===== src/hdl/ssprk_pkg.sv =====
`timescale 1ns / 1ps
// Shared widths, codes, configuration type and constants for the SSP Runge-Kutta
// stage update pipeline. Has no dependencies; every other file imports it.
package ssprk_pkg;

  // Number of conserved variables that can carry a source term.
  localparam int MAX_VARS = 8;
  // Width that holds any variable count up to sixteen.
  localparam int HC_W = 5;

  // Configuration port geometry.
  localparam int ADDR_W    = 5;
  localparam int REG_IDX_W = 3;
  localparam int DATA_W    = 32;

  // Q16.16 word and the widths that the arithmetic grows to.
  localparam int Q_W     = 32;
  localparam int FRAC_W  = 16;
  localparam int DIV_W   = 35;  // sum of three face differences
  localparam int MAG_D_W = 34;  // magnitude of the divergence
  localparam int MAG_S_W = 32;  // magnitude of the source rate
  localparam int PD_W    = MAG_D_W + FRAC_W;
  localparam int PS_W    = MAG_S_W + FRAC_W;
  localparam int RD_W    = PD_W + 1;
  localparam int RS_W    = PS_W;
  localparam int U_W     = 53;  // signed update term
  localparam int N_W     = 55;  // signed stage numerator
  localparam int T_W     = 36;  // clamped rounded magnitude

  localparam logic [FRAC_W-1:0] RND_HALF = 16'h8000;

  // Divide by three through a scaled reciprocal, split in two partial products.
  localparam int RECIP_SHIFT = T_W;
  localparam logic [63:0] RECIP3 = (64'd1 << RECIP_SHIFT) / 64'd3;
  localparam int K_W  = 35;
  localparam int KL_W = 18;
  localparam int KH_W = K_W - KL_W;
  localparam logic [KL_W-1:0] RECIP3_LO = RECIP3[KL_W-1:0];
  localparam logic [KH_W-1:0] RECIP3_HI = RECIP3[K_W-1:KL_W];
  localparam int P_W  = T_W + K_W;
  localparam int QD_W = P_W - RECIP_SHIFT;
  localparam int QM_W = T_W;

  // Saturation rails.
  localparam logic [Q_W-1:0] Q_MAX = 32'h7FFF_FFFF;
  localparam logic [Q_W-1:0] Q_MIN = 32'h8000_0000;

  // Scheme codes.
  localparam logic [1:0] SCH_RK2  = 2'd0;
  localparam logic [1:0] SCH_SSP3 = 2'd1;
  localparam logic [1:0] SCH_FOUR = 2'd2;

  // Register indexes on the configuration port.
  localparam logic [REG_IDX_W-1:0] REG_SCHEME = 3'd0;
  localparam logic [REG_IDX_W-1:0] REG_STAGE  = 3'd1;
  localparam logic [REG_IDX_W-1:0] REG_DIMS   = 3'd2;
  localparam logic [REG_IDX_W-1:0] REG_HYDRO  = 3'd3;
  localparam logic [REG_IDX_W-1:0] REG_DT     = 3'd4;
  localparam logic [REG_IDX_W-1:0] REG_DTDX   = 3'd5;

  // Denominator of the stage rule.
  typedef enum logic [2:0] {
    DIV1,
    DIV2,
    DIV3,
    DIV4,
    DIV6
  } dsel_t;

  // Configuration registers as seen by the pipeline.
  typedef struct packed {
    logic [1:0]  scheme;
    logic [1:0]  stage;
    logic [1:0]  dims;
    logic [3:0]  hydro;
    logic [31:0] dt;
    logic [31:0] dtdx;
  } cfg_t;

  // Half the denominator, added before the division to round to nearest.
  function automatic logic [1:0] half_of(dsel_t d);
    logic [1:0] h;
    case (d)
      DIV2:    h = 2'd1;
      DIV3:    h = 2'd1;
      DIV4:    h = 2'd2;
      DIV6:    h = 2'd3;
      default: h = 2'd0;
    endcase
    return h;
  endfunction

endpackage


===== src/hdl/ssprk_comb.sv =====
`timescale 1ns / 1ps
// Stage rule selection: forms the exact numerator and picks the denominator.
// Depends on ssprk_pkg for widths, scheme codes and the denominator type.
module ssprk_comb (
  input  logic                              clk,
  input  logic                              rst_n,
  input  logic                              en,
  input  ssprk_pkg::cfg_t                   cfg,
  input  logic                              u_valid,
  input  logic signed [ssprk_pkg::U_W-1:0]  u,
  input  logic signed [ssprk_pkg::Q_W-1:0]  u_q,
  input  logic signed [ssprk_pkg::Q_W-1:0]  u_qs,
  output logic                              n_valid,
  output logic signed [ssprk_pkg::N_W-1:0]  n,
  output ssprk_pkg::dsel_t                  n_dsel,
  output logic                              n_bad,
  output logic signed [ssprk_pkg::Q_W-1:0]  n_q
);
  import ssprk_pkg::*;

  logic signed [N_W-1:0] qe, qse, ue, qu, n_nxt;
  dsel_t                 dsel_nxt;
  logic                  bad_nxt;
  logic                  s6_v_r, s6_bad_r;
  logic signed [N_W-1:0] s6_n_r;
  dsel_t                 s6_dsel_r;
  logic signed [Q_W-1:0] s6_q_r;

  // Numerator and denominator of the chosen stage rule.
  always_comb begin
    qe       = N_W'(u_q);
    qse      = N_W'(u_qs);
    ue       = N_W'(u);
    qu       = qe + ue;
    n_nxt    = qe;
    dsel_nxt = DIV1;
    bad_nxt  = 1'b0;
    case (cfg.scheme)
      SCH_RK2: begin
        if (cfg.stage == 2'd0) begin
          n_nxt = qu;
        end else if (cfg.stage == 2'd1) begin
          n_nxt    = qse + qu;
          dsel_nxt = DIV2;
        end else begin
          bad_nxt = 1'b1;
        end
      end
      SCH_SSP3: begin
        if (cfg.stage == 2'd0) begin
          n_nxt = qu;
        end else if (cfg.stage == 2'd1) begin
          n_nxt    = (qse <<< 1) + qse + qu;
          dsel_nxt = DIV4;
        end else if (cfg.stage == 2'd2) begin
          n_nxt    = qse + (qu <<< 1);
          dsel_nxt = DIV3;
        end else begin
          bad_nxt = 1'b1;
        end
      end
      SCH_FOUR: begin
        if (cfg.stage == 2'd2) begin
          n_nxt    = (qse <<< 2) + (qe <<< 1) + ue;
          dsel_nxt = DIV6;
        end else begin
          n_nxt    = (qe <<< 1) + ue;
          dsel_nxt = DIV2;
        end
      end
      default: begin
        bad_nxt = 1'b1;
      end
    endcase
  end

  always_ff @(posedge clk) begin
    if (!rst_n) begin
      s6_v_r <= 1'b0;
    end else if (en) begin
      s6_v_r <= u_valid;
    end
  end

  always_ff @(posedge clk) begin
    if (en) begin
      s6_n_r    <= n_nxt;
      s6_dsel_r <= dsel_nxt;
      s6_bad_r  <= bad_nxt;
      s6_q_r    <= u_q;
    end
  end

  assign n_valid = s6_v_r;
  assign n       = s6_n_r;
  assign n_dsel  = s6_dsel_r;
  assign n_bad   = s6_bad_r;
  assign n_q     = s6_q_r;

endmodule


===== config.mk =====
export PLATFORM = sky130hd
export DESIGN_NAME = ssprk_comb
export DESIGN_NICKNAME = d
export VERILOG_FILES = /design/src/hdl/ssprk_pkg.sv /design/src/hdl/ssprk_comb.sv
export SDC_FILE = /design/constraint.sdc
export NUM_CORES = 1
export LEC_CHECK = 0
export ABC_AREA = 1
export BUFFER_PORTS_ARGS = -buffer_cell sky130_fd_sc_hd__buf_2
export CORE_ASPECT_RATIO = 0.6
export CORE_MARGIN = 1
export CORE_UTILIZATION = 25
export DETAILED_ROUTE_END_ITERATION = 8
export GPL_TIMING_DRIVEN = 1
export HOLD_SLACK_MARGIN = 0.06
export PLACE_DENSITY = 0.38
export SYNTH_ARGS = -nofsm -noshare
export SYNTH_HDL_FRONTEND = slang
export SYNTH_SLANG_ARGS = --single-unit

===== constraint.sdc =====
create_clock -name clk -period 14.9 [get_ports clk]
set_input_delay 2.98 -clock clk [delete_from_list [all_inputs] [get_ports clk]]
set_output_delay 2.98 -clock clk [all_outputs]
set_load 0.02 [all_outputs]

==> flow_metrics.env <==
export IMPL_status="finished, violations left"
export IMPL_failing_checks="capacitance limit, slew limit"
export IMPL_p_seq_frac=0.094
export IMPL_power_leakage_uw=0.0166
export IMPL_ctsHtreeMaxLevel=3
export IMPL_period_share=0.674
export IMPL_grt_pass1_wl_um=301000
export IMPL_syn2layout_area_growth_pct=10.8
export IMPL_crit_buf_inv=5
export IMPL_path_common_cell="nand2_1"
export IMPL_combinationalPowerShare=0.828
export IMPL_clock_skew_ns=0
export IMPL_crit_slowest_cell="nor3_1"
export IMPL_synth_seq_cells=92
export IMPL_worst_slew_pin_transition_ns=1.51
export IMPL_clockBufferDepth=2
export IMPL_post_dp_hpwl_um=203000
export IMPL_final_antenna_net_count=0
export IMPL_num_io_pins=287
export IMPL_gpl_final_weighted_congestion=1.08
export IMPL_number_of_global_route_vias_before_repair=34600
export IMPL_criticalPathCategory="primary input to flop"
export IMPL_cp_data_required_time_ns=15.01
export IMPL_nets=6309
export IMPL_cts_buffers=9
export IMPL_grt_overflow_total=0
export IMPL_wirelength_routed_um=229000
export IMPL_number_of_antenna_violations_at_the_first_check_in_global_routing=9
export IMPL_chipWidth_um=459
export IMPL_cp_top_family="simple AND/OR/NAND/NOR gates"
export IMPL_power_density_mw_per_mm2=104
export IMPL_post_cts_setup_buffers=0
export IMPL_clock_latency_ns=0.42
export IMPL_synth_async_sr_flop_share=0
export IMPL_power_clock_fraction=0.078
export IMPL_drc_errors=0
export IMPL_internal_power_uw=1200
export IMPL_synth_avg_cell_area_um2=5.63
export IMPL_cts_sink_count=92
export IMPL_final_max_slew_violation_count=3
export IMPL_mostFrequentLayoutCell="nand2_1"
export IMPL_design_die_area_mm2=0.127
export IMPL_worst_path_max_fanout=40
export IMPL_setup_violations=0
export IMPL_placementRows=100
export IMPL_core_area_mm2=0.124
export IMPL_peak_vdd_ir_mv=0.0670
export IMPL_mostFrequentLayoutCells="1610 x nand2_1, 799 x inv_1, 599 x nor2_1"
export IMPL_synth_cell_type_count=56
export IMPL_cts_hold_buf=0
export IMPL_cts_reportedPaths_clkPinSlew_ns=0.09
export IMPL_initial_utilization=0.252
export IMPL_synth_seq_area_share=0.0879
export IMPL_avgRoutedWirePerCell_um=30.9
export IMPL_number_of_enable_flip_flop_cells_after_synthesis=91
export IMPL_sw_frac_of_total=0.665
export IMPL_netSwitchingPower_uw=2390
export IMPL_viasPerCell=5.41
export IMPL_via_count=40200
export IMPL_synth_ff_type="edfxtp_1"
export IMPL_critical_path_endpoint_type="flop"
export IMPL_buffer_ports_inserted=216
export IMPL_cts_tree="done"
export IMPL_preCtsSetupSlack_ns=4.95
export IMPL_slowest_delay_ns=1.00
export IMPL_report_final_hold_viol_count=0
export IMPL_detailedRoute_firstPassIterationCount=6
export IMPL_hold_path_class="flop to flop"
export IMPL_violation_count_after_the_first_detailed_route_iteration=5965
export IMPL_final_layout_size_suffix_gt1_frac=0.0729
export IMPL_netlist_area_mm2=0.0313
export IMPL_timing_max_slew_rel_slack=-0.00382
export IMPL_post_cts_resize_count=0
export IMPL_finalCriticalPeriod_ns=10.04
export IMPL_gr_usage_all_layers=0.348
export IMPL_critical_path_arrival_ns=10.16
export IMPL_rsz0062_at_grt="false"
export IMPL_max_cap_violations=1
export IMPL_die_h_um=276
export IMPL_setup_tns_ns=0
export IMPL_pin_count_of_the_biggest_net_entering_global_routing=62
export IMPL_worst_setup_path_start_kind="primary input"
export IMPL_yosys_warnings=0
export IMPL_mappedNetlistNets=6142
export IMPL_syn_instance_count=5562
export IMPL_finalWorstSetupSlack_ns=4.86
export IMPL_cts_root_buffer="clkbuf_16"
export IMPL_max_freq_mhz=99.6
[metal layers]
metal / global-route usage / share of wire
met4: 0.0302 / 0.0091
met1: 0.568 / 0.52
met2: 0.401 / 0.33
met5: 0 / 0.000044
met3: 0.158 / 0.14
[logic make-up after synthesis]
kind of cell | after synthesis | synth area share
buf+inv | 910 | 0.110
compound gates | 1016 | 0.178
fa+ha+maj | 385 | 0.180
simple gates | 3063 | 0.417
xor+xnor | 96 | 0.0271
flops | 92 | 0.0879
[through the flow]
| step | hold WS, ns | utilization | instance area, µm² | total power (µW) | instances |
|---|---|---|---|---|---|
| after floorplan | 0.606 | - | 31300 | 2000 | 5562 |
| after global placement | 0.524 | 0.277 | 34400 | 3180 | 7401 |
| after detailed placement | 0.534 | 0.277 | 34400 | 3170 | 7401 |
| after CTS | 0.550 | 0.279 | 34700 | 3460 | 7417 |
| after global routing | 0.560 | 0.279 | 34700 | 3790 | 7417 |
| final | 0.545 | 0.280 | 34700 | 3590 | 7425 |
[power groups by stage]
stage / registers (µW) / clock network (µW) / logic, µW
2_1_floorplan: 377 / 0 / 1620
3_3_place_gp: 345 / 0 / 2830
3_5_place_dp: 343 / 0 / 2820
4_1_cts: 339 / 286 / 2840
5_1_grt: 341 / 292 / 3160
6_report: 339 / 279 / 2980
[tightest hold or removal path, stage by stage (launching register included)]
cell and delay [ns]:
dfxtp_1 0.31, o21ai_0 0.15, a21oi_1 0.04
[area by class of cell]
type                            count  area (µm²)
Multi-Input combinational cell   4560       25200
Clock buffer                        9         225
Inverter                          827        3100
Clock inverter                      7        80.1
Fill cell                       14700       89400
Timing Repair Buffer              239        1260
Antenna cell                        8        20.0
Sequential cell                    92        2750
Tap cell                         1683        2110
[final timing paths]
path / from / slack (ns) / cells past startpoint / endpoint
worst max register to register: n_valid / 14.23 / 2 / n_valid
worst min register to register: n_valid / 0.55 / 2 / n_valid
worst max-delay path: u_q[31] / 4.86 / 28 / n[50]
worst min-delay path: n_valid / 0.55 / 2 / n_valid
[Yosys cell counts (all sizes together), types with 2 or more instances]
| cell type | number | share of area |
|---|---|---|
| a211oi | 3 | 0.00072 |
| o221ai | 3 | 0.00084 |
| nor2 | 656 | 0.085 |
| or2 | 25 | 0.0050 |
| edfxtp | 91 | 0.087 |
| nor4 | 4 | 0.0010 |
| nand2 | 1632 | 0.20 |
| o2111ai | 4 | 0.0011 |
| ha | 277 | 0.11 |
| clkinv | 6 | 0.00072 |
| a2111oi | 3 | 0.00084 |
| inv | 821 | 0.098 |
| buf | 39 | 0.0058 |
| o21ai | 367 | 0.060 |
| clkbuf | 44 | 0.0053 |
| a21o | 20 | 0.0048 |
| o21bai | 63 | 0.015 |
| nor3 | 51 | 0.0098 |
| fa | 108 | 0.069 |
| a21oi | 497 | 0.081 |
| a21boi | 14 | 0.0037 |
| o21a | 16 | 0.0038 |
| nand3 | 547 | 0.089 |
| nand3b | 12 | 0.0029 |
| and2 | 2 | 0.00040 |
| o22ai | 5 | 0.0010 |
| nand4 | 132 | 0.026 |
| xor2 | 44 | 0.013 |
| xnor2 | 52 | 0.015 |
| a31oi | 9 | 0.0018 |
| o211ai | 9 | 0.0022 |
[state kept, by name, indices dropped and copies added (netlist names)]
register / cells
n_dsel: 3
n_bad: 1
n_q: 32
n: 55
n_valid: 1
Note: power is estimated with default switching activity, not from simulation.
