==> src/hdl/ssprk_pkg.sv <==
`timescale 1ns / 1ps
// Shared widths, codes, configuration type and constants for the SSP Runge-Kutta
// stage update pipeline. Has no dependencies; every other file imports it.
package ssprk_pkg;

  // Number of conserved variables that can carry a source term.
  localparam int MAX_VARS = 8;
  // Width that holds any variable count up to sixteen.
  localparam int HC_W = 5;

  // Configuration port geometry.
  localparam int ADDR_W    = 5;
  localparam int REG_IDX_W = 3;
  localparam int DATA_W    = 32;

  // Q16.16 word and the widths that the arithmetic grows to.
  localparam int Q_W     = 32;
  localparam int FRAC_W  = 16;
  localparam int DIV_W   = 35;  // sum of three face differences
  localparam int MAG_D_W = 34;  // magnitude of the divergence
  localparam int MAG_S_W = 32;  // magnitude of the source rate
  localparam int PD_W    = MAG_D_W + FRAC_W;
  localparam int PS_W    = MAG_S_W + FRAC_W;
  localparam int RD_W    = PD_W + 1;
  localparam int RS_W    = PS_W;
  localparam int U_W     = 53;  // signed update term
  localparam int N_W     = 55;  // signed stage numerator
  localparam int T_W     = 36;  // clamped rounded magnitude

  localparam logic [FRAC_W-1:0] RND_HALF = 16'h8000;

  // Divide by three through a scaled reciprocal, split in two partial products.
  localparam int RECIP_SHIFT = T_W;
  localparam logic [63:0] RECIP3 = (64'd1 << RECIP_SHIFT) / 64'd3;
  localparam int K_W  = 35;
  localparam int KL_W = 18;
  localparam int KH_W = K_W - KL_W;
  localparam logic [KL_W-1:0] RECIP3_LO = RECIP3[KL_W-1:0];
  localparam logic [KH_W-1:0] RECIP3_HI = RECIP3[K_W-1:KL_W];
  localparam int P_W  = T_W + K_W;
  localparam int QD_W = P_W - RECIP_SHIFT;
  localparam int QM_W = T_W;

  // Saturation rails.
  localparam logic [Q_W-1:0] Q_MAX = 32'h7FFF_FFFF;
  localparam logic [Q_W-1:0] Q_MIN = 32'h8000_0000;

  // Scheme codes.
  localparam logic [1:0] SCH_RK2  = 2'd0;
  localparam logic [1:0] SCH_SSP3 = 2'd1;
  localparam logic [1:0] SCH_FOUR = 2'd2;

  // Register indexes on the configuration port.
  localparam logic [REG_IDX_W-1:0] REG_SCHEME = 3'd0;
  localparam logic [REG_IDX_W-1:0] REG_STAGE  = 3'd1;
  localparam logic [REG_IDX_W-1:0] REG_DIMS   = 3'd2;
  localparam logic [REG_IDX_W-1:0] REG_HYDRO  = 3'd3;
  localparam logic [REG_IDX_W-1:0] REG_DT     = 3'd4;
  localparam logic [REG_IDX_W-1:0] REG_DTDX   = 3'd5;

  // Denominator of the stage rule.
  typedef enum logic [2:0] {
    DIV1,
    DIV2,
    DIV3,
    DIV4,
    DIV6
  } dsel_t;

  // Configuration registers as seen by the pipeline.
  typedef struct packed {
    logic [1:0]  scheme;
    logic [1:0]  stage;
    logic [1:0]  dims;
    logic [3:0]  hydro;
    logic [31:0] dt;
    logic [31:0] dtdx;
  } cfg_t;

  // Half the denominator, added before the division to round to nearest.
  function automatic logic [1:0] half_of(dsel_t d);
    logic [1:0] h;
    case (d)
      DIV2:    h = 2'd1;
      DIV3:    h = 2'd1;
      DIV4:    h = 2'd2;
      DIV6:    h = 2'd3;
      default: h = 2'd0;
    endcase
    return h;
  endfunction

endpackage

==> src/hdl/ssprk_rdiv.sv <==
`timescale 1ns / 1ps
// Rounded division by the stage denominator and saturation to Q16.16, five stages.
// Depends on ssprk_pkg for widths, the reciprocal constant and the denominator type.
module ssprk_rdiv (
  input  logic                              clk,
  input  logic                              rst_n,
  input  logic                              en,
  input  logic                              n_valid,
  input  logic signed [ssprk_pkg::N_W-1:0]  n,
  input  ssprk_pkg::dsel_t                  n_dsel,
  input  logic                              n_bad,
  input  logic signed [ssprk_pkg::Q_W-1:0]  n_q,
  output logic                              out_valid,
  output logic [ssprk_pkg::Q_W-1:0]         out_q_new,
  output logic                              out_saturated,
  output logic                              out_bad_stage
);
  import ssprk_pkg::*;

  // Stage 7: magnitude plus half the denominator, clamped to a width that
  // still saturates for every denominator.
  logic [N_W-1:0] nm, t;
  logic [T_W-1:0] t_nxt;
  logic           s7_v_r, s7_neg_r, s7_bad_r;
  logic [T_W-1:0] s7_t_r;
  dsel_t          s7_dsel_r;
  logic signed [Q_W-1:0] s7_q_r;

  always_comb begin
    nm    = n[N_W-1] ? N_W'(-n) : N_W'(n);
    t     = nm + N_W'(half_of(n_dsel));
    t_nxt = (|t[N_W-1:T_W]) ? '1 : t[T_W-1:0];
  end

  // Stage 8: dividend for the divide by three, reciprocal partial products.
  logic [T_W-1:0]        x_nxt;
  logic [T_W+KH_W-1:0]   ph_nxt;
  logic [T_W+KL_W-1:0]   pl_nxt;
  logic                  s8_v_r, s8_neg_r, s8_bad_r;
  logic [T_W-1:0]        s8_t_r, s8_x_r;
  logic [T_W+KH_W-1:0]   s8_ph_r;
  logic [T_W+KL_W-1:0]   s8_pl_r;
  dsel_t                 s8_dsel_r;
  logic signed [Q_W-1:0] s8_q_r;

  always_comb begin
    x_nxt  = (s7_dsel_r == DIV6) ? (s7_t_r >> 1) : s7_t_r;
    ph_nxt = x_nxt * RECIP3_HI;
    pl_nxt = x_nxt * RECIP3_LO;
  end

  // Stage 9: quotient estimate, at most one below the true quotient.
  logic [P_W-1:0]        p;
  logic                  s9_v_r, s9_neg_r, s9_bad_r;
  logic [T_W-1:0]        s9_t_r, s9_x_r;
  logic [QD_W-1:0]       s9_q0_r;
  dsel_t                 s9_dsel_r;
  logic signed [Q_W-1:0] s9_q_r;

  always_comb begin
    p = (P_W'(s8_ph_r) << KL_W) + P_W'(s8_pl_r);
  end

  // Stage 10: correct the estimate and pick the quotient for the denominator.
  logic [T_W-1:0]        q0e, rem;
  logic [QM_W-1:0]       qd3, qm_nxt;
  logic                  s10_v_r, s10_neg_r, s10_bad_r;
  logic [QM_W-1:0]       s10_qm_r;
  logic signed [Q_W-1:0] s10_q_r;

  always_comb begin
    q0e = T_W'(s9_q0_r);
    rem = s9_x_r - ((q0e << 1) + q0e);
    qd3 = (rem >= T_W'(3)) ? (QM_W'(s9_q0_r) + QM_W'(1)) : QM_W'(s9_q0_r);
    case (s9_dsel_r)
      DIV1:    qm_nxt = s9_t_r;
      DIV2:    qm_nxt = s9_t_r >> 1;
      DIV4:    qm_nxt = s9_t_r >> 2;
      DIV3:    qm_nxt = qd3;
      DIV6:    qm_nxt = qd3;
      default: qm_nxt = s9_t_r;
    endcase
  end

  // Stage 11: sign, saturation and the pass-through of an invalid stage.
  logic [Q_W-1:0]  q_new_nxt;
  logic            sat_nxt;
  logic            out_valid_r, out_saturated_r, out_bad_stage_r;
  logic [Q_W-1:0]  out_q_new_r;

  always_comb begin
    q_new_nxt = Q_W'(s10_qm_r);
    sat_nxt   = 1'b0;
    if (s10_bad_r) begin
      q_new_nxt = s10_q_r;
    end else if (s10_neg_r) begin
      if (s10_qm_r > QM_W'(Q_MIN)) begin
        q_new_nxt = Q_MIN;
        sat_nxt   = 1'b1;
      end else begin
        q_new_nxt = Q_W'(-s10_qm_r);
      end
    end else if (s10_qm_r > QM_W'(Q_MAX)) begin
      q_new_nxt = Q_MAX;
      sat_nxt   = 1'b1;
    end
  end

  always_ff @(posedge clk) begin
    if (!rst_n) begin
      s7_v_r      <= 1'b0;
      s8_v_r      <= 1'b0;
      s9_v_r      <= 1'b0;
      s10_v_r     <= 1'b0;
      out_valid_r <= 1'b0;
    end else if (en) begin
      s7_v_r      <= n_valid;
      s8_v_r      <= s7_v_r;
      s9_v_r      <= s8_v_r;
      s10_v_r     <= s9_v_r;
      out_valid_r <= s10_v_r;
    end
  end

  always_ff @(posedge clk) begin
    if (en) begin
      s7_t_r          <= t_nxt;
      s7_neg_r        <= n[N_W-1];
      s7_dsel_r       <= n_dsel;
      s7_bad_r        <= n_bad;
      s7_q_r          <= n_q;
      s8_x_r          <= x_nxt;
      s8_ph_r         <= ph_nxt;
      s8_pl_r         <= pl_nxt;
      s8_t_r          <= s7_t_r;
      s8_neg_r        <= s7_neg_r;
      s8_dsel_r       <= s7_dsel_r;
      s8_bad_r        <= s7_bad_r;
      s8_q_r          <= s7_q_r;
      s9_q0_r         <= p[P_W-1:RECIP_SHIFT];
      s9_x_r          <= s8_x_r;
      s9_t_r          <= s8_t_r;
      s9_neg_r        <= s8_neg_r;
      s9_dsel_r       <= s8_dsel_r;
      s9_bad_r        <= s8_bad_r;
      s9_q_r          <= s8_q_r;
      s10_qm_r        <= qm_nxt;
      s10_neg_r       <= s9_neg_r;
      s10_bad_r       <= s9_bad_r;
      s10_q_r         <= s9_q_r;
      out_q_new_r     <= q_new_nxt;
      out_saturated_r <= sat_nxt;
      out_bad_stage_r <= s10_bad_r;
    end
  end

  assign out_valid     = out_valid_r;
  assign out_q_new     = out_q_new_r;
  assign out_saturated = out_saturated_r;
  assign out_bad_stage = out_bad_stage_r;

`ifndef SYNTHESIS
  // A clipped result never comes with the invalid-stage flag.
  a_sat_bad_excl: assert property (@(posedge clk) disable iff (!rst_n)
    out_valid_r |-> !(out_saturated_r && out_bad_stage_r))
    else $error("saturated and bad_stage both set");

  // A clipped result sits on one of the two rails.
  a_sat_rail: assert property (@(posedge clk) disable iff (!rst_n)
    out_valid_r && out_saturated_r |-> (out_q_new_r == Q_MAX || out_q_new_r == Q_MIN))
    else $error("saturated result is not on a rail");
`endif

endmodule

==> config.mk <==
export PLATFORM = sky130hd
export DESIGN_NAME = ssprk_rdiv
export DESIGN_NICKNAME = d
export VERILOG_FILES = /design/src/hdl/ssprk_pkg.sv /design/src/hdl/ssprk_rdiv.sv
export SDC_FILE = /design/constraint.sdc
export NUM_CORES = 2
export LEC_CHECK = 0
export BUFFER_PORTS_ARGS = -buffer_cell sky130_fd_sc_hd__buf_2
export CAP_MARGIN = 40
export CELL_PAD_IN_SITES_DETAIL_PLACEMENT = 1
export CELL_PAD_IN_SITES_GLOBAL_PLACEMENT = 2
export CORE_ASPECT_RATIO = 0.7
export CORE_MARGIN = 8
export CORE_UTILIZATION = 35
export CTS_CLUSTER_SIZE = 8
export DETAILED_ROUTE_END_ITERATION = 12
export MAX_ROUTING_LAYER = met4
export PLACE_DENSITY = 0.67
export SLEW_MARGIN = 20
export SYNTH_ARGS = -nofsm -noshare
export SYNTH_HDL_FRONTEND = slang
export SYNTH_SLANG_ARGS = --single-unit
==> constraint.sdc <==
create_clock -name clk -period 23.3 [get_ports clk]
set_input_delay 4.66 -clock clk [delete_from_list [all_inputs] [get_ports clk]]
set_output_delay 4.66 -clock clk [all_outputs]
set_load 0.05 [all_outputs]
==> impl_metrics.env <==
export IMPL_synth_xor_area_frac=0.0521
export IMPL_num_vias=27800
export IMPL_synth_compound_area_frac=0.128
export IMPL_antenna_cells=0
export IMPL_ant_nets=0
export IMPL_path_class="in2reg"
export IMPL_synth_nets=4266
export IMPL_crit_path_cell_trace="buf_2 > or4_1 > or4_4 > or3_1 > o41ai_1 > xor2_1 > a2111o_1 > or2_1 > or4_1 > a211o_1 > nor4_1 > and3_1 > buf_4 > a21bo_1"
export IMPL_hpwl_um=101000
export IMPL_cts_tree="yes"
export IMPL_core_area_um2=108000
export IMPL_insertion_delay_ns=0.61
export IMPL_numCtsBuffers=72
export IMPL_clk_pin_slew_ns=0.05
export IMPL_ctsResizeCount=0
export IMPL_skew_ns=0.0284
export IMPL_min_path_type="reg2reg"
export IMPL_synthCells=3617
export IMPL_totalWireLength_um=123000
export IMPL_drt_vias_per_instance=5.32
export IMPL_dr_pass1_iters=6
export IMPL_die_area_um2=119000
export IMPL_wl_per_cell_um=23.6
export IMPL_timing_final_hold_violations=0
export IMPL_cts_sinks=486
export IMPL_maxSlewViolCount=0
export IMPL_avgSynthCellArea_um2=10.5
export IMPL_grtUsageTotal=0.206
export IMPL_tightest_slew_ns=1.11
export IMPL_layout_drive_gt1_share=0.0915
export IMPL_yosys_top_cells_area="edfxtp_1, fa_1, ha_1"
export IMPL_max_clock_freq_mhz=101
export IMPL_synthSimpleGateAreaFrac=0.118
export IMPL_ctsHtreeMaxLevel=3
export IMPL_path_delay_family="simple AND/OR/NAND/NOR gates"
export IMPL_yosys_area_top_type_share=0.381
export IMPL_cts_hold_buf=0
export IMPL_grt_pass1_wl_um=183000
export IMPL_antenna_found_initial=3
export IMPL_maxCapViolCount=0
export IMPL_final_setup_worst_slack_ns=13.42
export IMPL_worstPathRequired_ns=23.66
export IMPL_synth_top_cell_by_area="edfxtp_1"
export IMPL_synth_most_common_cell="inv_1"
export IMPL_finalSetupViolCount=0
export IMPL_post_place_ws_ns=12.80
export IMPL_yosys_warnings=0
export IMPL_num_rows=101
export IMPL_worst_setup_path_end_kind="register"
export IMPL_drc=0
export IMPL_synth_top_family_by_area="adder cells"
export IMPL_synthFlopType="edfxtp_1"
export IMPL_die_h_um=292
export IMPL_slew_headroom=0.260
export IMPL_ys_seq_elements=486
export IMPL_num_io_pins=130
export IMPL_synth_fa_ha_area_frac=0.230
export IMPL_outcome="complete, no violations"
export IMPL_die_x_um=410
export IMPL_synth_async_reset_ratio=0
export IMPL_initial_core_util=0.351
export IMPL_nets=4408
export IMPL_synth_area_um2=38000
export IMPL_final_cells=5222
export IMPL_synthTopCellsByCount="inv_1, edfxtp_1, ha_1"
export IMPL_critPathLaunchType="input pin"
export IMPL_drtIter0Drc=2432
export IMPL_syn_to_final_growth_pct=12.0
export IMPL_placed_cells=5115
export IMPL_period_needed_ns=9.88
export IMPL_crit_fanout=36
export IMPL_root_buffer="clkbuf_16"
export IMPL_synth_mux_area_frac=0.0191
export IMPL_rsz0062_at_grt="false"
export IMPL_grt_ovfl_total=0
export IMPL_synth_edf_count=481
export IMPL_portBuffers=129
export IMPL_cts_buffer_depth=3
export IMPL_gp_congestion=0.915
export IMPL_cp_buffers_inverters=2
export IMPL_cp_common_cell="or4_1"
export IMPL_slowest_stage="or4_4"
export IMPL_post_route_period_util=0.424
export IMPL_cts_setup_buffers=0
export IMPL_ys_types=89
export IMPL_critPathMaxStageDelay_ns=0.68
export IMPL_worstPathArrival_ns=10.24
export IMPL_yosysSeqAreaShare=0.383
export IMPL_grt_pass1_vias=27600
export IMPL_fin_tns_setup_ns=0
export IMPL_grt_max_degree=89
export IMPL_final_util=0.394
final timing paths:
path | startpoint | endpoint | slack, ns | depth (start not counted)
setup reg to reg | s7_dsel_r[1]$_DFFE_PP_ | s8_ph_r[52]$_DFFE_PP_ | 13.98 | 28
hold reg to reg | s8_x_r[7]$_DFFE_PP_ | s9_x_r[7]$_DFFE_PP_ | 0.41 | 0
hold / removal | s8_x_r[7]$_DFFE_PP_ | s9_x_r[7]$_DFFE_PP_ | 0.41 | 0
setup / recovery | n[3] | s7_t_r[6]$_SDFFCE_PP1P_ | 13.42 | 14
stage by stage:
stage	instance area, um2	hold WS [ns]
final	42500	0.408
after detailed placement	40300	0.405
after CTS	42400	0.409
after floorplan	38000	0.400
after global routing	42500	0.418
after global placement	40200	0.400
final cells by class:
| type | count | area, um2 |
|---|---|---|
| Inverter | 576 | 2160 |
| Multi-Input combinational cell | 2438 | 20800 |
| Timing Repair Buffer | 185 | 1170 |
| Sequential cell | 486 | 14500 |
| Tap cell | 1442 | 1800 |
| Fill cell | 12000 | 65500 |
| Clock inverter | 12 | 200 |
| Clock buffer | 83 | 1840 |
metal layers:
metal,part of all wire,routed length [um],GRT usage
met1,0.54,67000,0.333
met2,0.38,47200,0.261
met3,0.060,7390,0.0408
met4,0.014,1710,0.0343
met5,0,0,-
registers in the layout, indices dropped and copies added (netlist names), 32 cells and up:
name       count
s9_t_r        36
s9_q0_r       35
out_q_new     32
s8_q_r        32
s8_t_r        36
s10_qm_r      36
s7_t_r        36
s9_q_r        32
s8_x_r        36
s8_ph_r       51
s7_q_r        32
s9_x_r        36
s10_q_r       32
logic make-up (layout without fill, tap and decap cells):
| kind of cell | after synthesis | count (layout) |
|---|---|---|
| adder cells (fa/ha/maj) | 554 | 554 |
| XOR/XNOR | 226 | 226 |
| AND/OR/NAND/NOR | 870 | 870 |
| flip-flops | 486 | 486 |
| buffers and inverters | 693 | 856 |
| AO/OA/AOI/OAI | 720 | 720 |
| multiplexers | 68 | 68 |
layout by cell type (no fill, tap or decap), types with 14 or more instances in the layout:
master,Yosys,final
o31ai_1,36,36
nor3_1,74,73
xnor2_1,146,146
nand3_1,89,89
mux2_2,36,36
mux2i_1,32,32
o211ai_1,24,24
o22ai_1,25,25
o21a_1,27,27
o41ai_1,19,19
a211oi_1,16,16
or4_1,27,27
nand4_1,29,29
xor2_1,80,80
nand2_1,235,235
inv_1,575,575
and2_1,24,24
o21ai_0,143,143
clkbuf_16,0,72
a222oi_1,22,22
nor2_1,143,143
a21oi_1,176,176
or2_2,14,14
a31oi_1,25,25
buf_4,1,38
a21o_1,57,57
edfxtp_1,481,481
nand2b_1,41,41
and3_1,25,25
nor2b_1,30,29
buf_2,3,132
fa_1,239,239
nor4_1,29,29
or3_1,39,39
ha_1,315,315
Power is not shown: default switching activity piles up to over one toggle a cycle in this logic, so the estimate is an artifact.
